[src/design/pidtf_pkg.sv]
// Shared constants for the three-form PID controller.
package pidtf_pkg;

    // Default parameter values
    localparam int SAMPLE_WIDTH_DEF   = 16;
    localparam int GAIN_FRAC_BITS_DEF = 8;

    // Fixed field widths
    localparam int GAIN_W     = 16;
    localparam int LIMIT_W    = 31;
    localparam int DRIVE_W    = 32;
    localparam int INTEG_W    = 32;
    localparam int CFG_IDX_W  = 3;
    localparam int CFG_DATA_W = 32;

    // Configuration register indexes
    localparam logic [CFG_IDX_W-1:0] CFG_FORM      = 3'd0;
    localparam logic [CFG_IDX_W-1:0] CFG_KP        = 3'd1;
    localparam logic [CFG_IDX_W-1:0] CFG_KI        = 3'd2;
    localparam logic [CFG_IDX_W-1:0] CFG_KD        = 3'd3;
    localparam logic [CFG_IDX_W-1:0] CFG_INC_LIMIT = 3'd4;
    localparam logic [CFG_IDX_W-1:0] CFG_POS_LIMIT = 3'd5;
    localparam logic [CFG_IDX_W-1:0] CFG_INT_LIMIT = 3'd6;

    // Form codes
    localparam logic [1:0] FORM_COMBINED = 2'd0;
    localparam logic [1:0] FORM_TEXTBOOK = 2'd1;
    localparam logic [1:0] FORM_POSITION = 2'd2;

    localparam logic [LIMIT_W-1:0] LIMIT_RESET = {LIMIT_W{1'b1}};

endpackage

[src/design/pid_controller_three_form_unit.sv]
// Three-form PID controller: combined incremental, textbook incremental, positional.
//
// Takes one sample pair per cycle and returns one drive value per sample, in
// order. Items pass through an input register, a stage
// holding the three gain products (one multiplier per gain, operands chosen by
// form), and an output register that sums, updates the positional integral
// and clamps. Throughput is one item per clock while m_axis_tready is high;
// the integral add-and-clamp loop lies within the last stage.
// Form code 3 behaves as positional. Configuration is written through the
// cfg port (always ready) and must only change while no item is in flight.
module pid_controller_three_form_unit
    import pidtf_pkg::*;
#(
    parameter int SAMPLE_WIDTH   = SAMPLE_WIDTH_DEF,
    parameter int GAIN_FRAC_BITS = GAIN_FRAC_BITS_DEF
) (
    input  logic                  aclk,
    input  logic                  aresetn,
    // input item
    input  logic                  s_axis_tvalid,
    output logic                  s_axis_tready,
    input  logic [((2*SAMPLE_WIDTH+7)/8)*8-1:0] s_axis_tdata, // measured, setpoint
    input  logic [0:0]            s_axis_tuser,               // clear
    // result item
    output logic                  m_axis_tvalid,
    input  logic                  m_axis_tready,
    output logic [DRIVE_W-1:0]    m_axis_tdata,               // drive
    output logic [0:0]            m_axis_tuser,               // saturated
    // configuration writes
    input  logic                  cfg_valid,
    output logic                  cfg_ready,
    input  logic [CFG_IDX_W-1:0]  cfg_index,
    input  logic [CFG_DATA_W-1:0] cfg_data
);

    localparam int SW     = SAMPLE_WIDTH;
    localparam int E_W    = SW + 1;             // setpoint - measured
    localparam int OP_W   = SW + 3;             // widest multiplier operand
    localparam int PROD_W = GAIN_W + OP_W;
    localparam int TERM_W = PROD_W + 1;         // room for negation
    localparam int ACC_W  = ((TERM_W > INTEG_W) ? TERM_W : INTEG_W) + 3;

    // ---------------- configuration ----------------
    logic [1:0]                form_reg;
    logic signed [GAIN_W-1:0]  kp_reg, ki_reg, kd_reg;
    logic [LIMIT_W-1:0]        inc_limit_reg, pos_limit_reg, int_limit_reg;

    assign cfg_ready = 1'b1;

    always_ff @(posedge aclk) begin
        if (!aresetn) begin
            form_reg      <= FORM_COMBINED;
            kp_reg        <= '0;
            ki_reg        <= '0;
            kd_reg        <= '0;
            inc_limit_reg <= LIMIT_RESET;
            pos_limit_reg <= LIMIT_RESET;
            int_limit_reg <= LIMIT_RESET;
        end else if (cfg_valid) begin
            case (cfg_index)
                CFG_FORM:      form_reg      <= cfg_data[1:0];
                CFG_KP:        kp_reg        <= cfg_data[GAIN_W-1:0];
                CFG_KI:        ki_reg        <= cfg_data[GAIN_W-1:0];
                CFG_KD:        kd_reg        <= cfg_data[GAIN_W-1:0];
                CFG_INC_LIMIT: inc_limit_reg <= cfg_data[LIMIT_W-1:0];
                CFG_POS_LIMIT: pos_limit_reg <= cfg_data[LIMIT_W-1:0];
                CFG_INT_LIMIT: int_limit_reg <= cfg_data[LIMIT_W-1:0];
                default: ;
            endcase
        end
    end

    // ---------------- pipeline flow ----------------
    logic a_valid_reg, b_valid_reg, out_valid_reg;
    logic a_ready, b_ready, c_ready;

    assign c_ready       = !out_valid_reg || m_axis_tready;
    assign b_ready       = !b_valid_reg || c_ready;
    assign a_ready       = !a_valid_reg || b_ready;
    assign s_axis_tready = a_ready;

    wire a_load = s_axis_tvalid && a_ready;
    wire b_load = a_valid_reg && b_ready;
    wire c_load = b_valid_reg && c_ready;

    always_ff @(posedge aclk) begin
        if (!aresetn) begin
            a_valid_reg   <= 1'b0;
            b_valid_reg   <= 1'b0;
            out_valid_reg <= 1'b0;
        end else begin
            if (a_ready) a_valid_reg   <= s_axis_tvalid;
            if (b_ready) b_valid_reg   <= a_valid_reg;
            if (c_ready) out_valid_reg <= b_valid_reg;
        end
    end

    // ---------------- stage A: input register ----------------
    logic signed [SW-1:0] a_meas_reg, a_setp_reg;
    logic                 a_clear_reg;

    always_ff @(posedge aclk) begin
        if (a_load) begin
            a_meas_reg  <= s_axis_tdata[SW-1:0];
            a_setp_reg  <= s_axis_tdata[2*SW-1:SW];
            a_clear_reg <= s_axis_tuser[0];
        end
    end

    // ---------------- stage B: error terms and products ----------------
    logic signed [E_W-1:0]    last_err_reg, prev_err_reg;
    logic signed [E_W-1:0]    err;
    logic signed [OP_W-1:0]   d1, d2;
    logic signed [OP_W-1:0]   op_p, op_i, op_d;
    logic signed [PROD_W-1:0] prod_p, prod_i, prod_d;
    logic signed [TERM_W-1:0] term_p, term_i, term_d, term_i_shr;
    logic                     a_pos;

    always_comb begin
        a_pos = form_reg[1];
        err   = E_W'(a_setp_reg) - E_W'(a_meas_reg);
        d1    = OP_W'(err) - OP_W'(last_err_reg);
        d2    = OP_W'(err) - (OP_W'(last_err_reg) <<< 1) + OP_W'(prev_err_reg);
        if (a_pos) begin
            op_p = OP_W'(err);
            op_i = OP_W'(err);
            op_d = d1;
        end else if (form_reg == FORM_TEXTBOOK) begin
            op_p = d1;
            op_i = OP_W'(err);
            op_d = d2;
        end else begin
            op_p = OP_W'(err);
            op_i = OP_W'(last_err_reg);
            op_d = OP_W'(prev_err_reg);
        end
        prod_p     = PROD_W'(kp_reg) * op_p;
        prod_i     = PROD_W'(ki_reg) * op_i;
        prod_d     = PROD_W'(kd_reg) * op_d;
        term_p     = TERM_W'(prod_p >>> GAIN_FRAC_BITS);
        term_i_shr = TERM_W'(prod_i >>> GAIN_FRAC_BITS);
        term_d     = TERM_W'(prod_d >>> GAIN_FRAC_BITS);
        // combined form subtracts the e[k-1] term
        term_i     = (form_reg == FORM_COMBINED) ? -term_i_shr : term_i_shr;
    end

    logic signed [TERM_W-1:0] b_tp_reg, b_ti_reg, b_td_reg;
    logic                     b_clear_reg, b_pos_reg;

    always_ff @(posedge aclk) begin
        if (b_load) begin
            b_tp_reg    <= term_p;
            b_ti_reg    <= term_i;
            b_td_reg    <= term_d;
            b_clear_reg <= a_clear_reg;
            b_pos_reg   <= a_pos;
        end
    end

    // error history follows items in order as they leave stage A
    always_ff @(posedge aclk) begin
        if (!aresetn) begin
            last_err_reg <= '0;
            prev_err_reg <= '0;
        end else if (b_load) begin
            if (a_clear_reg) begin
                last_err_reg <= '0;
                prev_err_reg <= '0;
            end else begin
                last_err_reg <= err;
                if (!a_pos) prev_err_reg <= last_err_reg;
            end
        end
    end

    // ---------------- stage C: integral, sum, clamp ----------------
    logic signed [INTEG_W-1:0] integral_sum_reg, integral_next;
    logic signed [ACC_W-1:0]   isum_raw, ilim, raw, olim;
    logic                      sat_next;
    logic signed [DRIVE_W-1:0] drive_next;

    always_comb begin
        isum_raw = ACC_W'(integral_sum_reg) + ACC_W'(b_ti_reg);
        ilim     = ACC_W'({1'b0, int_limit_reg});
        if (isum_raw > ilim)
            integral_next = INTEG_W'(ilim);
        else if (isum_raw < -ilim)
            integral_next = INTEG_W'(-ilim);
        else
            integral_next = INTEG_W'(isum_raw);

        if (b_pos_reg) begin
            raw  = ACC_W'(b_tp_reg) + ACC_W'(b_td_reg) + ACC_W'(integral_next);
            olim = ACC_W'({1'b0, pos_limit_reg});
        end else begin
            raw  = ACC_W'(b_tp_reg) + ACC_W'(b_ti_reg) + ACC_W'(b_td_reg);
            olim = ACC_W'({1'b0, inc_limit_reg});
        end

        sat_next = 1'b0;
        if (raw > olim) begin
            drive_next = DRIVE_W'(olim);
            sat_next   = 1'b1;
        end else if (raw < -olim) begin
            drive_next = DRIVE_W'(-olim);
            sat_next   = 1'b1;
        end else begin
            drive_next = DRIVE_W'(raw);
        end
    end

    always_ff @(posedge aclk) begin
        if (!aresetn) begin
            integral_sum_reg <= '0;
        end else if (c_load) begin
            if (b_clear_reg)
                integral_sum_reg <= '0;
            else if (b_pos_reg)
                integral_sum_reg <= integral_next;
        end
    end

    logic [DRIVE_W-1:0] drive_reg;
    logic               sat_reg;

    always_ff @(posedge aclk) begin
        if (c_load) begin
            drive_reg <= b_clear_reg ? '0 : drive_next;
            sat_reg   <= b_clear_reg ? 1'b0 : sat_next;
        end
    end

    assign m_axis_tvalid   = out_valid_reg;
    assign m_axis_tdata    = drive_reg;
    assign m_axis_tuser[0] = sat_reg;

    // ---------------- assertions ----------------
    logic [DRIVE_W-1:0] sel_limit;
    assign sel_limit = form_reg[1] ? DRIVE_W'(pos_limit_reg) : DRIVE_W'(inc_limit_reg);

    a_clear_history: assert property (@(posedge aclk) disable iff (!aresetn)
        (b_load && a_clear_reg) |=> (last_err_reg == '0 && prev_err_reg == '0))
        else $error("error history not zeroed by clear item");

    a_sat_at_limit: assert property (@(posedge aclk) disable iff (!aresetn)
        (m_axis_tvalid && m_axis_tuser[0]) |->
            (m_axis_tdata == sel_limit || m_axis_tdata == DRIVE_W'(-sel_limit)))
        else $error("saturated result not at the limit");

    a_drive_range: assert property (@(posedge aclk) disable iff (!aresetn)
        m_axis_tvalid |-> (m_axis_tdata != {1'b1, {(DRIVE_W-1){1'b0}}}))
        else $error("drive outside symmetric range");

    a_stage_b_held: assert property (@(posedge aclk) disable iff (!aresetn)
        (b_valid_reg && !c_ready) |=> b_valid_reg)
        else $error("item dropped from product stage");

endmodule
[config.mk]
export PLATFORM = sky130hd
export DESIGN_NAME = pid_controller_three_form_unit
export DESIGN_NICKNAME = d
export VERILOG_FILES = /design/src/design/pidtf_pkg.sv /design/src/design/pid_controller_three_form_unit.sv
export SDC_FILE = /design/constraint.sdc
export NUM_CORES = 2
export LEC_CHECK = 0
export ABC_AREA = 1
export BUFFER_PORTS_ARGS = -buffer_cell sky130_fd_sc_hd__clkbuf_2
export CAP_MARGIN = 20
export CORE_ASPECT_RATIO = 0.9
export CORE_MARGIN = 5
export CORE_UTILIZATION = 65
export CTS_BUF_LIST = sky130_fd_sc_hd__clkbuf_8
export CTS_CLUSTER_SIZE = 40
export DETAILED_ROUTE_END_ITERATION = 8
export GPL_ROUTABILITY_DRIVEN = 1
export GPL_TIMING_DRIVEN = 0
export HOLD_SLACK_MARGIN = 0.1
export MAX_ROUTING_LAYER = met4
export PLACE_DENSITY = 0.79
export SKIP_LAST_GASP = 1
export SYNTH_ARGS = -nofsm -noshare
export SYNTH_HDL_FRONTEND = slang
export SYNTH_SLANG_ARGS = --single-unit
[constraint.sdc]
create_clock -name aclk -period 23.6 [get_ports aclk]
set_input_delay 5.9 -clock aclk [delete_from_list [all_inputs] [get_ports aclk]]
set_output_delay 5.9 -clock aclk [all_outputs]
set_load 0.1 [all_outputs]
# ---- Word level (Yosys, flattened, before mapping)
# Cells that the tools add are included.
dict set report classes {
  add_sub_neg 12
  n_mul 3
  div_mod_pow 0
  n_lt_le_gt_ge 4
  eq_ne 8
  shift 0
  mux 20
  bitwise_logic 0
  reduce_logical 21
}
# cell count
set op_table {}
lappend op_table {{$mux 32} 6}
lappend op_table {{$mux 19} 6}
lappend op_table {{$mul 16x19->35} 3}
lappend op_table {{$mux 17} 3}
lappend op_table {{$gt 39x39->1} 1}
lappend op_table {{$lt 37x39->1} 1}
lappend op_table {{$lt 39x39->1} 1}
lappend op_table {{$mux 39} 1}
lappend op_table {{$neg 31->39} 1}
lappend op_table {{$neg 39->39} 1}
lappend op_table {{$add 37x27->38} 1}
lappend op_table {{$add 27x36->37} 1}
lappend op_table {{$add 32x36->37} 1}
lappend op_table {{$gt 37x32->1} 1}
lappend op_table {{$mux 36} 1}
lappend op_table {{$neg 27->36} 1}
lappend op_table {{$add 28x32->33} 1}
lappend op_table {{$mux 31} 1}
lappend op_table {{$add 27x27->28} 1}
lappend op_table {{$add 19x17->19} 1}
lappend op_table {{$sub 17x18->19} 1}
lappend op_table {{$reduce_and 2->1} 9}
lappend op_table {{$sub 17x17->18} 1}
lappend op_table {{$sub 16x16->17} 1}
lappend op_table {{12 further kinds} 22}
dict set report word_totals {
  regBits 370
  latch_bits 0
  mem_bits_rw 0
  rom_bits 0
  output_inout_bits 36
  n_memories 0
}

# ---- Logic depth before layout (Yosys ltp)
dict set report depth {
  word_depth 9
  ltp_mapped 68
}

# ---- Worst setup path before layout
# Ideal clock, no wire load.
dict set report synth_path {
  path_kind {input to output}
  start {input port m_axis_tready}
  end {output port s_axis_tready}
  arrival_ns 6.742
  setup_slack_ns 10.958
  path_stages 4
  n_path_buf 0
  path_cell_list {inv_1 -> nand2_1 -> nor2_1 -> nand2_1}
}
dict set report synth_between {
  elab_chain_cells 3
}
# element line
set synth_rtl {}
lappend synth_rtl {{from (decl)} pid_controller_three_form_unit.sv:26} ;# input logic m_axis_tready,
lappend synth_rtl {{$logic_or 1x1->1} pid_controller_three_form_unit.sv:77} ;# assign c_ready = !out_valid_reg || m_axis_tready;
lappend synth_rtl {{$logic_or 1x1->1} pid_controller_three_form_unit.sv:78} ;# assign b_ready = !b_valid_reg || c_ready;
lappend synth_rtl {{$logic_or 1x1->1} pid_controller_three_form_unit.sv:79} ;# assign a_ready = !a_valid_reg || b_ready;
lappend synth_rtl {{to (decl)} pid_controller_three_form_unit.sv:21} ;# output logic s_axis_tready,
# No other way between the ends.

# ---- Worst setup path in the final report
dict set report layout_path {
  start {register b_ti_reg[16]}
  end {register drive_reg[27], in the netlist m_axis_tdata[27] (data pin)}
}
dict set report layout_between {
  elab_chain_cells 9
  word_cells_on_any_way 13
  classes_between {4 x add/sub; 4 x order compare; 5 x mux}
}
# element line
set layout_rtl {}
lappend layout_rtl {{from (decl)} pid_controller_three_form_unit.sv:147} ;# logic signed [TERM_W-1:0] b_tp_reg, b_ti_reg, b_td_reg;
lappend layout_rtl {{from (signal assigned)} pid_controller_three_form_unit.sv:153} ;# b_ti_reg <= term_i;
lappend layout_rtl {{$add 32x36->37} pid_controller_three_form_unit.sv:183} ;# isum_raw = ACC_W'(integral_sum_reg) + ACC_W'(b_ti_reg);
lappend layout_rtl {{$lt 37x39->1} pid_controller_three_form_unit.sv:187} ;# else if (isum_raw < -ilim)
lappend layout_rtl {{$mux 32} pid_controller_three_form_unit.sv:187}
lappend layout_rtl {{$mux 32} pid_controller_three_form_unit.sv:185} ;# if (isum_raw > ilim)
lappend layout_rtl {{$add 28x32->33} pid_controller_three_form_unit.sv:193} ;# raw = ACC_W'(b_tp_reg) + ACC_W'(b_td_reg) + ACC_W'(integral_next);
lappend layout_rtl {{$mux 39 *} pid_controller_three_form_unit.sv:192} ;# if (b_pos_reg) begin
lappend layout_rtl {{$lt 39x39->1} pid_controller_three_form_unit.sv:204} ;# end else if (raw < -olim) begin
lappend layout_rtl {{$mux 32} pid_controller_three_form_unit.sv:204}
lappend layout_rtl {{$mux 32 *} pid_controller_three_form_unit.sv:201} ;# if (raw > olim) begin
lappend layout_rtl {{to (signal assigned)} pid_controller_three_form_unit.sv:228} ;# drive_reg <= b_clear_reg ? '0 : drive_next;
lappend layout_rtl {{to (decl)} pid_controller_three_form_unit.sv:223} ;# logic [DRIVE_W-1:0] drive_reg;
# Every way passes the cells marked *; elsewhere a longest branch is shown, timed or not.
# A chain may end at the register's enable or synchronous reset.

==> summary.txt <==
Power and ir drop
  • Power Density: 60.62 mW/mm²
  • Switching pwr: about 2.1 mW
  • Switch share: 0.5199
  • Power share of the sequential group: 0.197
  • Clock network power share: 0.180
  • Maximum VDD drop: 0.00005040 V
  • P_int: between 1.5 and 2 mW
  • Static Leakage: between 30 and 40 nW
  • Combinational fraction of design power: 0.623
  • Power after layout: approximately 4 mW

Route
  • Remaining antenna violation count: 0
  • Residual DRC count: 0
  • Via density: between 5 and 6
  • DR vias: between 50,000 and 60,000
  • Drt wl/cell: ~22 µm
  • Total routed wirelength: 217,400 µm
  • Iter 0 DRT Violations: around 7,400
  • Pre-antenna DRT Iters: 8

Worst setup path
  • Critical path fanouts, max: 10
  • CP startpoint kind: flip-flop
  • Critical path required time: 24,080 ps
  • Worst Path Arrival: ~14,000 ps
  • Critical path's top delay family: simple AND/OR/NAND/NOR gates
  • Setup crit end kind: flip-flop
  • Slowest stage delay, CP: 660 ps
  • WP buf/inv: 7
  • Worst setup path class: flip-flop to flip-flop
  • Slowest library cell on the worst path: a2111oi_0
  • CP dominant cell by count: nand2_1

Placed design
  • DP Area: approximately 0.066 mm²
  • Placed insts: approximately 9,600
  • Buffers on Ports: 105
  • Detail Placement HPWL: 183,100 µm
  • GPL Wtd Cong: ~1.1
  • Dpl ws: roughly 11,000 ps

Synth
  • Mean Syn Cell Area: 7.799 µm²
  • Post-synthesis sequential area ratio: 0.1411
  • Synth async-reset ratio: 0
  • Syn Nets: between 9,000 and 10,000
  • Yosys reg bits: between 300 and 400
  • Post-synth EDFFs: 158
  • Post-synth design cell area: between 0.06 and 0.07 mm²
  • Yosys cell types: between 70 and 80
  • Synth Instances: 8,169
  • Ys flop type: dfxtp_1
  • Ys Warns: 0

Cells and area
  • Fin util: 0.6919
  • Layout Cells excl Fill: 9,718
  • Post-route design area: around 0.068 mm²
  • Final #Nets: 9,944
  • Layout cell share with drive strength beyond 1: 0.05783
  • Area Overhead vs Synth: 6.190%
  • Max reg flops: 36

Timing
  • Slew @ Worst Pin: 1146 ps
  • Fin crit share: 0.5698
  • Final WS setup: around 10,000 ps
  • Final Hold Viols: 0
  • Slew HR: 0.2363
  • Fin Hold WS: about 450 ps
  • Finish-stage setup viols: 0
  • Final Max Slew Viols: 0
  • Final Critical Period: 13,450 ps
  • Max Clk Rate: ~0.074 GHz
  • Final setup TNS: 0 ps
  • Unrepaired setup endpoints after global routing: no
  • Clock Skew: 79.67 ps

Clocking
  • Post-CTS Hold Fix Bufs: 0
  • CTS tree: yes
  • CTS clk-pin slew, worst paths: 70 ps
  • Total CTS buffers: slightly above 70
  • Post-cts resize count: 0
  • Post-CTS setup buffers: 0
  • Clk sinks: 370
  • Worst skew pair latency: 760 ps
  • Root buffer cell: clkbuf_8
  • Longest Clk Path Bufs: 3
  • H-tree levels: 3

Floorplanning
  • Core Area: between 0.09 and 0.1 mm²
  • Ports: between 100 and 150
  • Row count: ~110
  • Die Height: ~300 µm
  • Die area: between 0.1 and 0.15 mm²
  • Initial Util: 0.6515
  • Die X: 340.0 µm

Global routing
  • Pin count of the biggest net entering global routing: 49
  • First-pass GRT wire length: around 330,000 µm
  • Initial antenna violation count: 14
  • Vias in the first global route: approximately 57,000
  • Gr ovfl total: 0
  • GRT Total Usage: 0.4283

Run
  • Max-Cap Viols: 0

Min path
  • Hold Crit Class: flip-flop to flip-flop

Status
  • Status: completed
power by group through the flow:
stage | sequential, mW | clock (mW) | combinational, mW
floorplan | 0.823 | 0 | 1.69
global placement | 0.818 | 0 | 2.41
detailed placement | 0.818 | 0 | 2.45
CTS | 0.805 | 0.738 | 2.48
global route | 0.809 | 0.767 | 2.80
finish | 0.807 | 0.740 | 2.55
cells in the mapped netlist (all sizes together), types with 10 or more instances:
| library cell | instances | share of area |
|---|---|---|
| nand2 | 1804 | 0.11 |
| nand3 | 396 | 0.034 |
| o21bai | 18 | 0.0022 |
| nor3 | 66 | 0.0058 |
| o21a | 20 | 0.0024 |
| or2 | 94 | 0.0092 |
| fa | 971 | 0.31 |
| a21o | 31 | 0.0037 |
| nor2 | 696 | 0.042 |
| xnor2 | 67 | 0.0093 |
| o21ai | 330 | 0.027 |
| dfxtp | 212 | 0.067 |
| o211ai | 47 | 0.0055 |
| nand4 | 128 | 0.013 |
| inv | 1516 | 0.089 |
| clkinv | 33 | 0.0020 |
| ha | 537 | 0.11 |
| clkbuf | 178 | 0.010 |
| xor2 | 170 | 0.023 |
| edfxtp | 158 | 0.074 |
| buf | 53 | 0.0051 |
| a21boi | 10 | 0.0012 |
| a31oi | 31 | 0.0030 |
| a211oi | 11 | 0.0013 |
| nor4 | 22 | 0.0027 |
| nand3b | 10 | 0.0012 |
| a21oi | 513 | 0.041 |
cell usage in the layout (no fill, tap or decap), drive strengths merged, types with 10 or more instances in the layout:
| master | count |
|---|---|
| a21oi | 513 |
| nand2 | 1804 |
| a21boi | 10 |
| a31oi | 31 |
| nand3b | 10 |
| or2 | 94 |
| clkinv | 48 |
| clkbuf | 364 |
| fa | 971 |
| a211oi | 11 |
| inv | 1541 |
| nor2 | 696 |
| o21a | 20 |
| a21o | 31 |
| o211ai | 47 |
| buf | 67 |
| o21ai | 330 |
| nand3 | 396 |
| nand4 | 128 |
| edfxtp | 158 |
| dfxtp | 212 |
| xnor2 | 67 |
| xor2 | 170 |
| diode | 21 |
| o21bai | 18 |
| ha | 537 |
| nor4 | 22 |
| nor3 | 66 |
final timing paths:
| kind | start | to | slack (ps) | cells after the start |
|---|---|---|---|---|
| worst min register to register | inc_limit_reg[25]$_SDFFE_PN1P_ | inc_limit_reg[25]$_SDFFE_PN1P_ | 450 | 2 |
| worst max register to register | b_ti_reg[16]$_DFFE_PP_ | m_axis_tdata[27]$_SDFFCE_PP0P_ | 10150 | 52 |
| worst min-delay path | inc_limit_reg[25]$_SDFFE_PN1P_ | inc_limit_reg[25]$_SDFFE_PN1P_ | 450 | 2 |
| worst max-delay path | b_ti_reg[16]$_DFFE_PP_ | m_axis_tdata[27]$_SDFFCE_PP0P_ | 10150 | 52 |
layout make-up:
class	instances	area [µm²]
diodes	21	52.55
multi-input cells	6019	47910
clock buffers	80	1101
repair buffers	120	728.2
flip-flops and latches	370	8989
inverters	1549	5818
plain buffers	231	996.0
well taps	1276	1597
clock inverters	52	462.9
fillers	8203	30130
cells by family after synthesis:
kind of cell	synth area share
AOI/OAI and AO/OA	0.09081
DFF	0.1411
other	0.00005886
and+or+nand+nor	0.2176
buffers and inverters	0.1069
muxes	0.0001571
adders and majority gates	0.4106
xor gates and xnor gates	0.03282
routing by layer:
metal | global-route usage | vias up | part of all wire
li1 | - | 26054 | -
met1 | 0.5657 | 27754 | 0.39
met2 | 0.6214 | 3575 | 0.42
met3 | 0.1193 | 731 | 0.12
met4 | 0.1903 | 0 | 0.058
met5 | - | - | 0
worst min-delay path, cell delays in order (launching register included):
cell and delay [ps]:
dfxtp_1 320, nand2_1 50, nand3_1 50
Note: power is estimated with default switching activity, not from simulation.
